**src/hdl/asset_metadata_deframer_macros.svh**
```systemverilog
// Assertion macros for the asset metadata deframer.
`ifndef ASSET_METADATA_DEFRAMER_MACROS_SVH
`define ASSET_METADATA_DEFRAMER_MACROS_SVH

// Same-cycle implication, held off during reset.
`define AMD_ASSERT_NOW(lbl, ante, cons, msg) \
	lbl: assert property (@(posedge clk) disable iff (!arst_n) (ante) |-> (cons)) \
		else $error(msg);

// Next-cycle implication, held off during reset.
`define AMD_ASSERT_NEXT(lbl, ante, cons, msg) \
	lbl: assert property (@(posedge clk) disable iff (!arst_n) (ante) |=> (cons)) \
		else $error(msg);

`endif

```
**src/hdl/amd_pkg.sv**
```systemverilog
// Types, constants and helpers for the asset metadata deframer.
package amd_pkg;

	localparam int unsigned TXID_BYTES  = 32;
	localparam int unsigned TXID_ROWS   = TXID_BYTES / 8;
	localparam int unsigned ROW_AW      = $clog2(TXID_ROWS);
	localparam int unsigned LANE_AW     = 3;
	localparam int unsigned BURST_CW    = $clog2(TXID_ROWS + 1);
	localparam int unsigned INDEX_BYTES = 4;

	localparam logic [7:0] LEN_SHORT_MAX = 8'hfc;
	localparam logic [7:0] LEN_PFX_16    = 8'hfd;
	localparam logic [7:0] LEN_PFX_32    = 8'hfe;
	localparam logic [2:0] LEN_BYTES_16  = 3'd2;
	localparam logic [2:0] LEN_BYTES_32  = 3'd4;

	typedef enum logic [2:0] {
		ST_LEN      = 3'd0,
		ST_CONTRACT = 3'd1,
		ST_TXID     = 3'd2,
		ST_INDEX    = 3'd3,
		ST_FINISH   = 3'd4,
		ST_ERROR    = 3'd5
	} stage_t;

	typedef enum logic [1:0] {
		KIND_CONTRACT = 2'd0,
		KIND_TXID     = 2'd1,
		KIND_INDEX    = 2'd2,
		KIND_ERROR    = 2'd3
	} kind_t;

	typedef struct packed {
		logic [7:0] data_byte;
		logic       restart;
	} in_item_t;

	typedef struct packed {
		kind_t       kind;
		logic [63:0] value;
		logic        last;
	} out_item_t;

	// Reverse the byte order of a 64-bit word.
	function automatic logic [63:0] byte_swap64(input logic [63:0] w);
		logic [63:0] r;
		r = '0;
		for (int j = 0; j < 8; j++) begin
			r[8*j +: 8] = w[8*(7-j) +: 8];
		end
		return r;
	endfunction

endpackage

```
**src/hdl/asset_metadata_deframer.sv**
```systemverilog
// Asset metadata deframer: takes the metadata stream one byte per cycle
// while data_ready is high and splits it into length, contract bytes,
// previous txid and output index. A contract byte or a format error gives
// one registered result. The 32 txid bytes are written one a cycle as taken
// into a 4 x 64-bit byte-writable RAM with a registered read. After the
// last index byte the block emits four reversed txid words from the RAM
// read port, then the index, one result per cycle while the skid stage is
// empty; input is held off until the burst ends. A result register backed
// by a skid stage lets input carry on while one result waits. After finish
// or error, bytes are taken and dropped until a restart.
`include "asset_metadata_deframer_macros.svh"

module asset_metadata_deframer (
	input  logic               clk,
	input  logic               arst_n,
	input  logic               data_valid,
	output logic               data_ready,
	input  amd_pkg::in_item_t  data,
	output logic               res_valid,
	input  logic               res_ready,
	output amd_pkg::out_item_t res
);
	import amd_pkg::*;

	// stream parse state
	stage_t      stage_q, stage_d;
	logic [31:0] clen_q, clen_d;
	logic [31:0] bcnt_q, bcnt_d;
	logic [31:0] idx_q, idx_d;
	logic [2:0]  lbl_q, lbl_d;

	logic        accept;
	logic [7:0]  b;
	logic        first_ok;
	logic [31:0] mb_word;
	logic [2:0]  lbl_dec;
	logic [31:0] bcnt_inc;
	logic        len_err;
	logic        idx_done;
	logic        start_burst;

	// txid RAM
	logic [63:0]       txid_mem [TXID_ROWS];
	logic              txid_we;
	logic [ROW_AW-1:0] wr_row;
	logic [LANE_AW-1:0] wr_lane;
	logic [ROW_AW-1:0] rd_row;
	logic [63:0]       rd_word_q;

	// emit sequencer
	logic                burst_q, burst_d;
	logic [BURST_CW-1:0] burst_cnt_q, burst_cnt_d;
	logic                burst_adv;
	logic                burst_end;

	// result register and skid stage
	logic      push_valid;
	out_item_t push_item;
	logic      res_valid_q;
	out_item_t res_q;
	logic      skid_valid_q;
	out_item_t skid_q;

	assign data_ready = !skid_valid_q && !burst_q;
	assign accept     = data_valid && data_ready;
	assign b          = data.data_byte;

	assign first_ok    = (b != 8'd0) && (b <= LEN_SHORT_MAX);
	assign mb_word     = {clen_q[23:0], b};
	assign lbl_dec     = lbl_q - 3'd1;
	assign bcnt_inc    = bcnt_q + 32'd1;
	assign idx_done    = bcnt_inc >= 32'(INDEX_BYTES);
	assign len_err     = (bcnt_q == 32'd0)
		? !(first_ok || b == LEN_PFX_16 || b == LEN_PFX_32)
		: (lbl_dec == 3'd0 && mb_word == 32'd0);
	assign start_burst = accept && !data.restart && stage_q == ST_INDEX && idx_done;

	// next state
	always_comb begin
		stage_d = stage_q;
		clen_d  = clen_q;
		bcnt_d  = bcnt_q;
		idx_d   = idx_q;
		lbl_d   = lbl_q;
		if (accept) begin
			if (data.restart) begin
				stage_d = ST_LEN;
				clen_d  = '0;
				bcnt_d  = '0;
				idx_d   = '0;
				lbl_d   = '0;
			end else begin
				case (stage_q)
					ST_LEN: begin
						if (bcnt_q == 32'd0) begin
							bcnt_d = 32'd1;
							if (first_ok) begin
								clen_d  = {24'd0, b};
								stage_d = ST_CONTRACT;
								bcnt_d  = '0;
							end else if (b == LEN_PFX_16) begin
								lbl_d = LEN_BYTES_16;
							end else if (b == LEN_PFX_32) begin
								lbl_d = LEN_BYTES_32;
							end else begin
								stage_d = ST_ERROR;
								bcnt_d  = '0;
							end
						end else begin
							// extra length bytes, most significant first
							clen_d = mb_word;
							lbl_d  = lbl_dec;
							if (lbl_dec == 3'd0) begin
								bcnt_d  = '0;
								stage_d = (mb_word == 32'd0) ? ST_ERROR : ST_CONTRACT;
							end
						end
					end
					ST_CONTRACT: begin
						bcnt_d = bcnt_inc;
						if (bcnt_inc >= clen_q) begin
							stage_d = ST_TXID;
							bcnt_d  = '0;
						end
					end
					ST_TXID: begin
						bcnt_d = bcnt_inc;
						if (bcnt_inc >= 32'(TXID_BYTES)) begin
							stage_d = ST_INDEX;
							bcnt_d  = '0;
						end
					end
					ST_INDEX: begin
						idx_d  = idx_q | ({24'd0, b} << {bcnt_q[1:0], 3'b000});
						bcnt_d = bcnt_inc;
						if (idx_done) begin
							stage_d = ST_FINISH;
							bcnt_d  = '0;
						end
					end
					default: begin
					end
				endcase
			end
		end
	end

	always_ff @(posedge clk or negedge arst_n) begin
		if (!arst_n) begin
			stage_q <= ST_LEN;
			clen_q  <= '0;
			bcnt_q  <= '0;
			idx_q   <= '0;
			lbl_q   <= '0;
		end else begin
			stage_q <= stage_d;
			clen_q  <= clen_d;
			bcnt_q  <= bcnt_d;
			idx_q   <= idx_d;
			lbl_q   <= lbl_d;
		end
	end

	// txid RAM: byte writes in arrival order, one row read per cycle
	assign txid_we = accept && !data.restart && stage_q == ST_TXID;
	assign wr_row  = bcnt_q[LANE_AW +: ROW_AW];
	assign wr_lane = bcnt_q[LANE_AW-1:0];
	// address from the next count so the data lines up with burst_cnt_q
	assign rd_row  = ROW_AW'(TXID_ROWS - 1) - burst_cnt_d[ROW_AW-1:0];

	always_ff @(posedge clk) begin
		if (txid_we) begin
			txid_mem[wr_row][{wr_lane, 3'b000} +: 8] <= b;
		end
		rd_word_q <= txid_mem[rd_row];
	end

	// emit sequencer: TXID_ROWS words, then the index
	assign burst_adv = burst_q && !skid_valid_q;
	assign burst_end = burst_cnt_q == BURST_CW'(TXID_ROWS);

	always_comb begin
		burst_d     = burst_q;
		burst_cnt_d = burst_cnt_q;
		if (start_burst) begin
			burst_d = 1'b1;
		end else if (burst_adv) begin
			if (burst_end) begin
				burst_d     = 1'b0;
				burst_cnt_d = '0;
			end else begin
				burst_cnt_d = burst_cnt_q + BURST_CW'(1);
			end
		end
	end

	always_ff @(posedge clk or negedge arst_n) begin
		if (!arst_n) begin
			burst_q     <= 1'b0;
			burst_cnt_q <= '0;
		end else begin
			burst_q     <= burst_d;
			burst_cnt_q <= burst_cnt_d;
		end
	end

	// results
	always_comb begin
		push_valid      = 1'b0;
		push_item.kind  = KIND_CONTRACT;
		push_item.value = '0;
		push_item.last  = 1'b1;
		if (burst_adv) begin
			push_valid = 1'b1;
			if (burst_end) begin
				push_item.kind  = KIND_INDEX;
				push_item.value = {32'd0, idx_q};
			end else begin
				push_item.kind  = KIND_TXID;
				push_item.value = byte_swap64(rd_word_q);
				push_item.last  = 1'b0;
			end
		end else if (accept && !data.restart) begin
			case (stage_q)
				ST_LEN: begin
					if (len_err) begin
						push_valid     = 1'b1;
						push_item.kind = KIND_ERROR;
					end
				end
				ST_CONTRACT: begin
					push_valid      = 1'b1;
					push_item.value = {56'd0, b};
				end
				default: begin
				end
			endcase
		end
	end

	always_ff @(posedge clk or negedge arst_n) begin
		if (!arst_n) begin
			res_valid_q  <= 1'b0;
			skid_valid_q <= 1'b0;
		end else if (!res_valid_q || res_ready) begin
			if (skid_valid_q) begin
				res_valid_q  <= 1'b1;
				skid_valid_q <= 1'b0;
			end else begin
				res_valid_q <= push_valid;
			end
		end else if (push_valid) begin
			skid_valid_q <= 1'b1;
		end
	end

	always_ff @(posedge clk) begin
		if (!res_valid_q || res_ready) begin
			if (skid_valid_q) begin
				res_q <= skid_q;
			end else if (push_valid) begin
				res_q <= push_item;
			end
		end else if (push_valid) begin
			skid_q <= push_item;
		end
	end

	assign res_valid = res_valid_q;
	assign res       = res_q;

	`AMD_ASSERT_NOW(a_skid_behind_res, skid_valid_q, res_valid_q,
		"skid full with result register empty")
	`AMD_ASSERT_NOW(a_no_input_in_burst, burst_q, !data_ready,
		"input taken during txid burst")
	`AMD_ASSERT_NOW(a_burst_cnt_range, burst_q, burst_cnt_q <= BURST_CW'(TXID_ROWS),
		"burst count out of range")
	`AMD_ASSERT_NEXT(a_burst_after_index, start_burst, burst_q && stage_q == ST_FINISH,
		"burst not started on index end")

endmodule
```
**config.mk**
```make
export PLATFORM = sky130hd
export DESIGN_NAME = asset_metadata_deframer
export DESIGN_NICKNAME = d
export VERILOG_FILES = /design/src/hdl/amd_pkg.sv /design/src/hdl/asset_metadata_deframer.sv
export VERILOG_INCLUDE_DIRS = /design/src /design/src/hdl
export SDC_FILE = /design/constraint.sdc
export NUM_CORES = 1
export LEC_CHECK = 0
export BUFFER_PORTS_ARGS = -buffer_cell sky130_fd_sc_hd__buf_2
export CAP_MARGIN = 20
export CORE_MARGIN = 1
export CORE_UTILIZATION = 41
export DETAILED_ROUTE_END_ITERATION = 6
export PLACE_DENSITY = 0.67
export SYNTH_ARGS = -nofsm -noshare
export SYNTH_HDL_FRONTEND = slang
export SYNTH_SLANG_ARGS = --single-unit
export TNS_END_PERCENT = 1
```
**constraint.sdc**
```tcl
create_clock -name clk -period 11 [get_ports clk]
set_input_delay 0 -clock clk [delete_from_list [all_inputs] [get_ports clk]]
set_output_delay 0 -clock clk [all_outputs]
set_load 0.02 [all_outputs]
```
==> reports/metrics.yaml, run 1 <==
outcome:
  outcome: "finished with violations"
  violations: "DRC"
worst_hold_path:
  min_to: "lbl_q[0]"
  hp-class: "input pin to register"
  worstHoldStart: "data[0]"
  holdPathStages: 3
floorplan:
  rows: 87
  ioPinCount: 82
  die_area_sq_um: 59060
  die_h_microns: 243.0
  core-area_sq_um: 56930
  dieWidth_microns: 243.0
  start_util: 0.4183
clock_network:
  clk_latency_ns: 0.62
  clk_pin_slew_ns: 0.06
  cts_buffer_depth: 3
  cts_tree: "built"
  cts_made_buffers: 56
  post-cts-setup-buffer-count: 0
  ctsHtreeMaxLevel: 2
  root_buffer: "clkbuf_16"
  clock_sinks: 562
synth:
  syn-num-nets: 2085
  yosysTopAreaCell: "edfxtp_1"
  ys_types: 66
  syn_avg_cell_area_sq_um: 11.71
  synth_cells: 2033
  synth_flop_cell: "edfxtp_1"
  ys_seq_area_frac: 0.6590
  synth.most_common_cell: "nand2_1"
  yosys.area.top_type_share: 0.4917
  syn-cell-area_sq_um: 23820
  yosys-top-cells-area: "edfxtp_1 (49%), dfrtp_1 (11%), nand2_1 (6.4%)"
  yosys-top-cells-count: "nand2_1 (406), edfxtp_1 (390), and3_1 (132), clkbuf_1 (119), dfrtp_1 (108)"
  async_flop_share: 0.1922
  yosys_register_bits: 562
  synth_edf_count: 390
  ys_warn_count: 0
power:
  p_int_uw: 4715
  swShare: 0.3661
  p_clk_frac: 0.254
  p_leak_uw: 0.01082
  vdd_ir_drop_max_v: 0.0001782
  p_seq_frac: 0.401
  power_density_nw_per_um2: 276.2
  combPwrFrac: 0.345
  power.net_switching_uw: 2723
routing:
  firstDrtPassIters: 7
  wl_per_cell_microns: 20.11
  drt_iter0_drc: 1522
  postRouteAntennaNets: 0
  drt-total-wl_mm: 57.88
  vias: 16010
  viasPerCell: 5.562
  drc: 3
timing:
  timing.hold.ws_ns: 0.3871
  fin_ws_ns: 5.029
  slew_headroom: 0.2565
  period_share: 0.5428
  fin_tns_setup_ns: 0
  setup_viol: 0
  hold_viol_final: 0
  worst_pin_slew_ns: 1.109
  worst_clock_skew_ns: 0.03107
  finalMaxSlewViolations: 0
  layout_min_cycle_time_ns: 5.971
  clock.fmax_ghz: 0.1675
  rsz0062_at_grt: "false"
finish:
  fin_util: 0.4731
  drive_above_1_share: 0.1117
  areaGrowthSynthToFinish_pct: 13.09
  fin_cells: 2878
  finalNetCount: 2126
setup_path:
  end_kind: "register"
  r2r_slack_ns: 5.03
  cp.required_ns: 11.46
  worstRegToRegCells: 14
  arrival_ns: 6.43
  r2r-start: "bcnt_q[11]"
  r2r-end: "bcnt_q[10]"
  crit_fanout: 22
  cp-start-kind: "register"
  critPathKind: "register to register"
grt:
  track_usage: 0.1946
  antenna_found_initial: 1
  grt_pass1_wl_mm: 89.74
  grt_pass1_vias: 15570
  overflow: 0
  grt_start_max_net_pins: 107
placement:
  post-place-ws_ns: 5.155
  dp_hpwl_mm: 36.11
  port_buffers: 81
  dp.cells: 2755
  place_congestion: 0.8948
job:
  drv_cap: 0
-- stage by stage --
stage | total power, uW | instance area (sq um)
global route | 7847 | 26930
floorplan | 4747 | 23820
finish | 7439 | 26930
CTS | 7466 | 26870
global placement | 5496 | 24870
detailed placement | 5572 | 24870
-- state kept, by name, indices dropped and copies added (netlist names) --
name and count:
burst_q 1, burst_cnt_q 3, stage_q 3, idx_q 32
skid_q 67, txid_mem 256, rd_word_q 64, res_valid 1
bcnt_q 32, skid_valid_q 1, clen_q 32, res 67
lbl_q 3
-- routing by layer --
metal,global-route usage,up-vias,part of all wire
met5,0,-,0
met4,0.06992,0,0.032
met3,0.03218,128,0.069
met2,0.3166,595,0.47
met1,0.2622,7863,0.43
li1,-,7422,-
-- final cells by class --
| type | count | area, sq um |
|---|---|---|
| antenna | 1 | 2.502 |
| clock buffer | 80 | 1583 |
| clock inverter | 25 | 257.7 |
| fill | 4963 | 30000 |
| inverter | 59 | 222.7 |
| multi-input combinational | 1275 | 7435 |
| sequential | 562 | 15700 |
| tap | 756 | 945.9 |
| timing repair buffer | 120 | 790.8 |
-- layout by cell type, fill, tap and decap left out, types with 22 or more instances in the layout --
cell and instances:
a21o_1 59, a21oi_1 36, a22o_1 24, a31oi_1 77
and2_1 36, and3_1 132, buf_2 81, buf_4 23
clkbuf_16 57, dfrtp_1 107, dfxtp_1 64, edfxtp_1 390
ha_1 39, inv_1 57, nand2_1 406, nand3_1 22
nand4_1 30, nor2_1 103, nor4_1 24, o21ai_0 66
-- power groups by stage --
stage	registers, uW	logic [uW]	clock network (uW)
after floorplan	3150	1590	0
after global placement	3020	2480	0
after detailed placement	3020	2550	0
after CTS	2990	2560	1920
after global routing	3020	2830	2000
final	2980	2570	1890
-- critical path: stages, from the launching register on --
cell and delay (ns):
dfrtp_1 0.63, and4_1 0.31, nand4_1 0.71, or3_1 0.71, nor4bb_1 0.36, xor2_1 0.14
ha_1 0.31, o21ai_0 0.07, o21ai_0 0.26, a211oi_1 0.11, a21oi_1 0.14, o31a_1 0.79
inv_1 0.26, o21ai_2 0.77, o21ai_0 0.22
-- kinds of logic after synthesis --
| logic type | after synthesis | synth area share |
|---|---|---|
| buffers and inverters | 196 | 0.03241 |
| xor gates and xnor gates | 27 | 0.009929 |
| adders and majority gates | 39 | 0.02049 |
| and+or+nand+nor | 865 | 0.1757 |
| AOI/OAI and AO/OA | 336 | 0.09898 |
| DFF | 562 | 0.6590 |
| muxes | 8 | 0.003520 |
-- repair_timing --
| action | 4_1_cts | 5_1_grt |
|---|---|---|
| hold buffers | 14 | 0 |
| resized for setup | 0 | 0 |
| endpoints found under the hold margin | 70 | 0 |
-- worst max path at each step --
stage                           from    endpoint  slack (ns)  cells past startpoint
after floorplan            bcnt_q[0]   skid_q[0]        4.91                      9
after global placement    bcnt_q[11]  bcnt_q[10]        5.26                     14
after detailed placement  bcnt_q[11]  bcnt_q[29]        5.16                     14
after CTS                 bcnt_q[11]  bcnt_q[10]        5.12                     14
after global routing       bcnt_q[9]  bcnt_q[29]        4.56                     14
final                     bcnt_q[11]  bcnt_q[10]        5.03                     14
Note: power is estimated with default switching activity, not from simulation.
==> run 2, diff against run 1 <==
Clock period 11 ns to 5.5 ns, I/O delays scaled along.
==> reports/metrics.yaml, run 2 (same netlist as run 1, synthesis figures left out) <==
floorplan:
  start_util: 0.4183  # unchanged
  core-area_sq_um: 56930  # unchanged
  rows: 87  # unchanged
  die_area_sq_um: 59060  # unchanged
  die_h_microns: 243.0  # unchanged
  dieWidth_microns: 243.0  # unchanged
  ioPinCount: 82  # unchanged
job:
  drv_cap: 0  # unchanged
clock_network:
  post-cts-setup-buffer-count: 0  # unchanged
  ctsHtreeMaxLevel: 2  # unchanged
  clock_sinks: 562  # unchanged
  clk_latency_ns: 0.60  # was 0.62 ns
  clk_pin_slew_ns: 0.06  # about the same
  cts_buffer_depth: 3  # unchanged
  cts_tree: "built"  # unchanged
  cts_made_buffers: 57  # was 56
  root_buffer: "clkbuf_16"  # unchanged
timing:
  slew_headroom: 0.2583  # was 0.2565
  period_share: 0.8599  # was 0.5428
  layout_min_cycle_time_ns: 4.729  # was 5.971 ns
  worst_clock_skew_ns: 0.01669  # was 0.03107 ns
  worst_pin_slew_ns: 1.104  # was 1.109 ns
  fin_ws_ns: 0.7706  # was 5.029 ns
  setup_viol: 0  # unchanged
  fin_tns_setup_ns: 0  # unchanged
  clock.fmax_ghz: 0.2114  # was 0.1675 GHz
  hold_viol_final: 0  # unchanged
  rsz0062_at_grt: "false"  # unchanged
  finalMaxSlewViolations: 0  # unchanged
grt:
  grt_start_max_net_pins: 75  # was 107
  track_usage: 0.1973  # was 0.1946
  overflow: 0  # unchanged
  grt_pass1_vias: 15800  # was 15,570
  antenna_found_initial: 0  # was 1
  grt_pass1_wl_mm: 90.62  # was 89.74 mm
placement:
  dp_hpwl_mm: 36.90  # was 36.11 mm
  place_congestion: 0.8814  # was 0.8948
  port_buffers: 81  # unchanged
  post-place-ws_ns: 0.8426  # was 5.155 ns
setup_path:
  end_kind: "register"  # unchanged
  critPathKind: "register to register"  # unchanged
  cpMostUsedCell: "o21ai_0"  # unchanged
  path_buf_inv: 1  # unchanged
  cp-start-kind: "register"  # unchanged
  critPathSlowestCell: "o21ai_2"  # was o31a_1
  max_stage_delay_ns: 0.74  # was 0.79 ns
  crit_fanout: 17  # was 22
  cp.required_ns: 5.95  # was 11.46 ns
  path_depth: 15  # was 14
  worstRegToRegCells: 15  # was 14
  crit_chain: "ha_1 -> and2_1 -> nand2_1 -> or3_1 -> nor4bb_1 -> xor2_1 -> ha_1 -> o21ai_0 -> o21ai_0 -> a211oi_1 -> a21oi_1 -> o31a_1 -> inv_1 -> o21ai_2 -> o21ai_0"  # was and4_1 -> nand4_1 -> or3_1 -> nor4bb_1 -> xor2_1 -> ha_1 -> o21ai_0 -> o21ai_0 -> a211oi_1 -> a21oi_1 -> o31a_1 -> inv_1 -> o21ai_2 -> o21ai_0
  crit_family: "compound AO/OA/AOI/OAI gates"  # unchanged
  arrival_ns: 5.18  # was 6.43 ns
routing:
  drc: 0  # was 3
  wl_per_cell_microns: 20.34  # was 20.11 microns
  postRouteAntennaNets: 0  # unchanged
  viasPerCell: 5.604  # was 5.562
  vias: 16210  # was 16,010
  drt-total-wl_mm: 58.85  # was 57.88 mm
  firstDrtPassIters: 6  # was 7
  drt_iter0_drc: 1517  # was 1,522
finish:
  mostFrequentLayoutCells: "nand2_1 (406), edfxtp_1 (390), and3_1 (132)"  # unchanged
  regMostFlops: "txid_mem"  # unchanged
  largest_reg_flops: 256  # unchanged
  drive_above_1_share: 0.1165  # was 0.1117
  num_antenna_cells: 0  # was 1
  final_common_cell: "nand2_1"  # unchanged
  finalNetCount: 2141  # was 2,126
  areaGrowthSynthToFinish_pct: 13.33  # was 13.09%
  fin_util: 0.4741  # was 0.4731
worst_hold_path:
  hp-class: "input pin to register"  # unchanged
  holdPathStages: 3  # unchanged
power:
  p_leak_uw: 0.01089  # was 0.01082 uW
  vdd_ir_drop_max_v: 0.0005190  # was 0.0001782 V
  power_density_nw_per_um2: 554.4  # was 276.2 nW/um^2
outcome:
  outcome: "finished clean"  # was finished with violations
[run 2: cell count changes in the layout (fill, tap and decap cells not counted), sizes merged]
cell,change
buf,+14
clkinv,+9
clkbuf,-6
bufinv,+1
clkinvlp,-1
diode,-1
inv,-1
[run 2: final timing paths]
check	start	endpoint	slack, ns
worst min-delay path	data[0]	lbl_q[0]	0.35
max in group asynchronous	arst_n	skid_valid_q	4.04
worst min register to register	clen_q[29]	clen_q[29]	0.48
worst max-delay path	bcnt_q[1]	bcnt_q[31]	0.77
min in group asynchronous	arst_n	bcnt_q[24]	0.41
worst max register to register	bcnt_q[1]	bcnt_q[31]	0.77
[run 2: timing repair]
action,in CTS,in global routing
resized for setup,0,0
endpoints found under the hold margin,69,0
hold buffers,14,0
[run 2: power by group]
part | switching [uW] | internal, uW
Clock | 1610 | 2190
Combinational | 3550 | 1620
Sequential | 352 | 5650
Total | 5510 | 9450
[run 2: final cells by class]
cell class                 instances  area [sq um]
tap                              756         945.9
multi-input combinational       1275          7410
timing repair buffer             134         858.3
inverter                          59         222.7
clock buffer                      74          1554
clock inverter                    33         304.0
fill                            4986         29940
sequential                       562         15700
[run 2: per-stage QoR]
step                      hold WS (ns)  total power (uW)  instance area, sq um  cells
final                           0.3534             14960                 26990   2893
after global routing            0.3475             15740                 26990   2893
after CTS                       0.3240             15030                 26980   2892
after detailed placement     -0.003018             11220                 24970   2771
after global placement       -0.009460             11070                 24970   2771
after floorplan                -0.2956              9488                 23820   2033
[run 2: worst min-delay path, cell delays in order]
cell and delay, ns:
dlygate4sd3_1 0.54, buf_2 0.22, o22ai_1 0.14
[run 2: layer usage]
metal	global-route usage	vias to the layer above	wire, microns
met2	0.3240	684	27840
met3	0.03030	109	4385
met4	0.06659	0	1791
met5	0	-	0
li1	-	7461	-
met1	0.2666	7957	24830
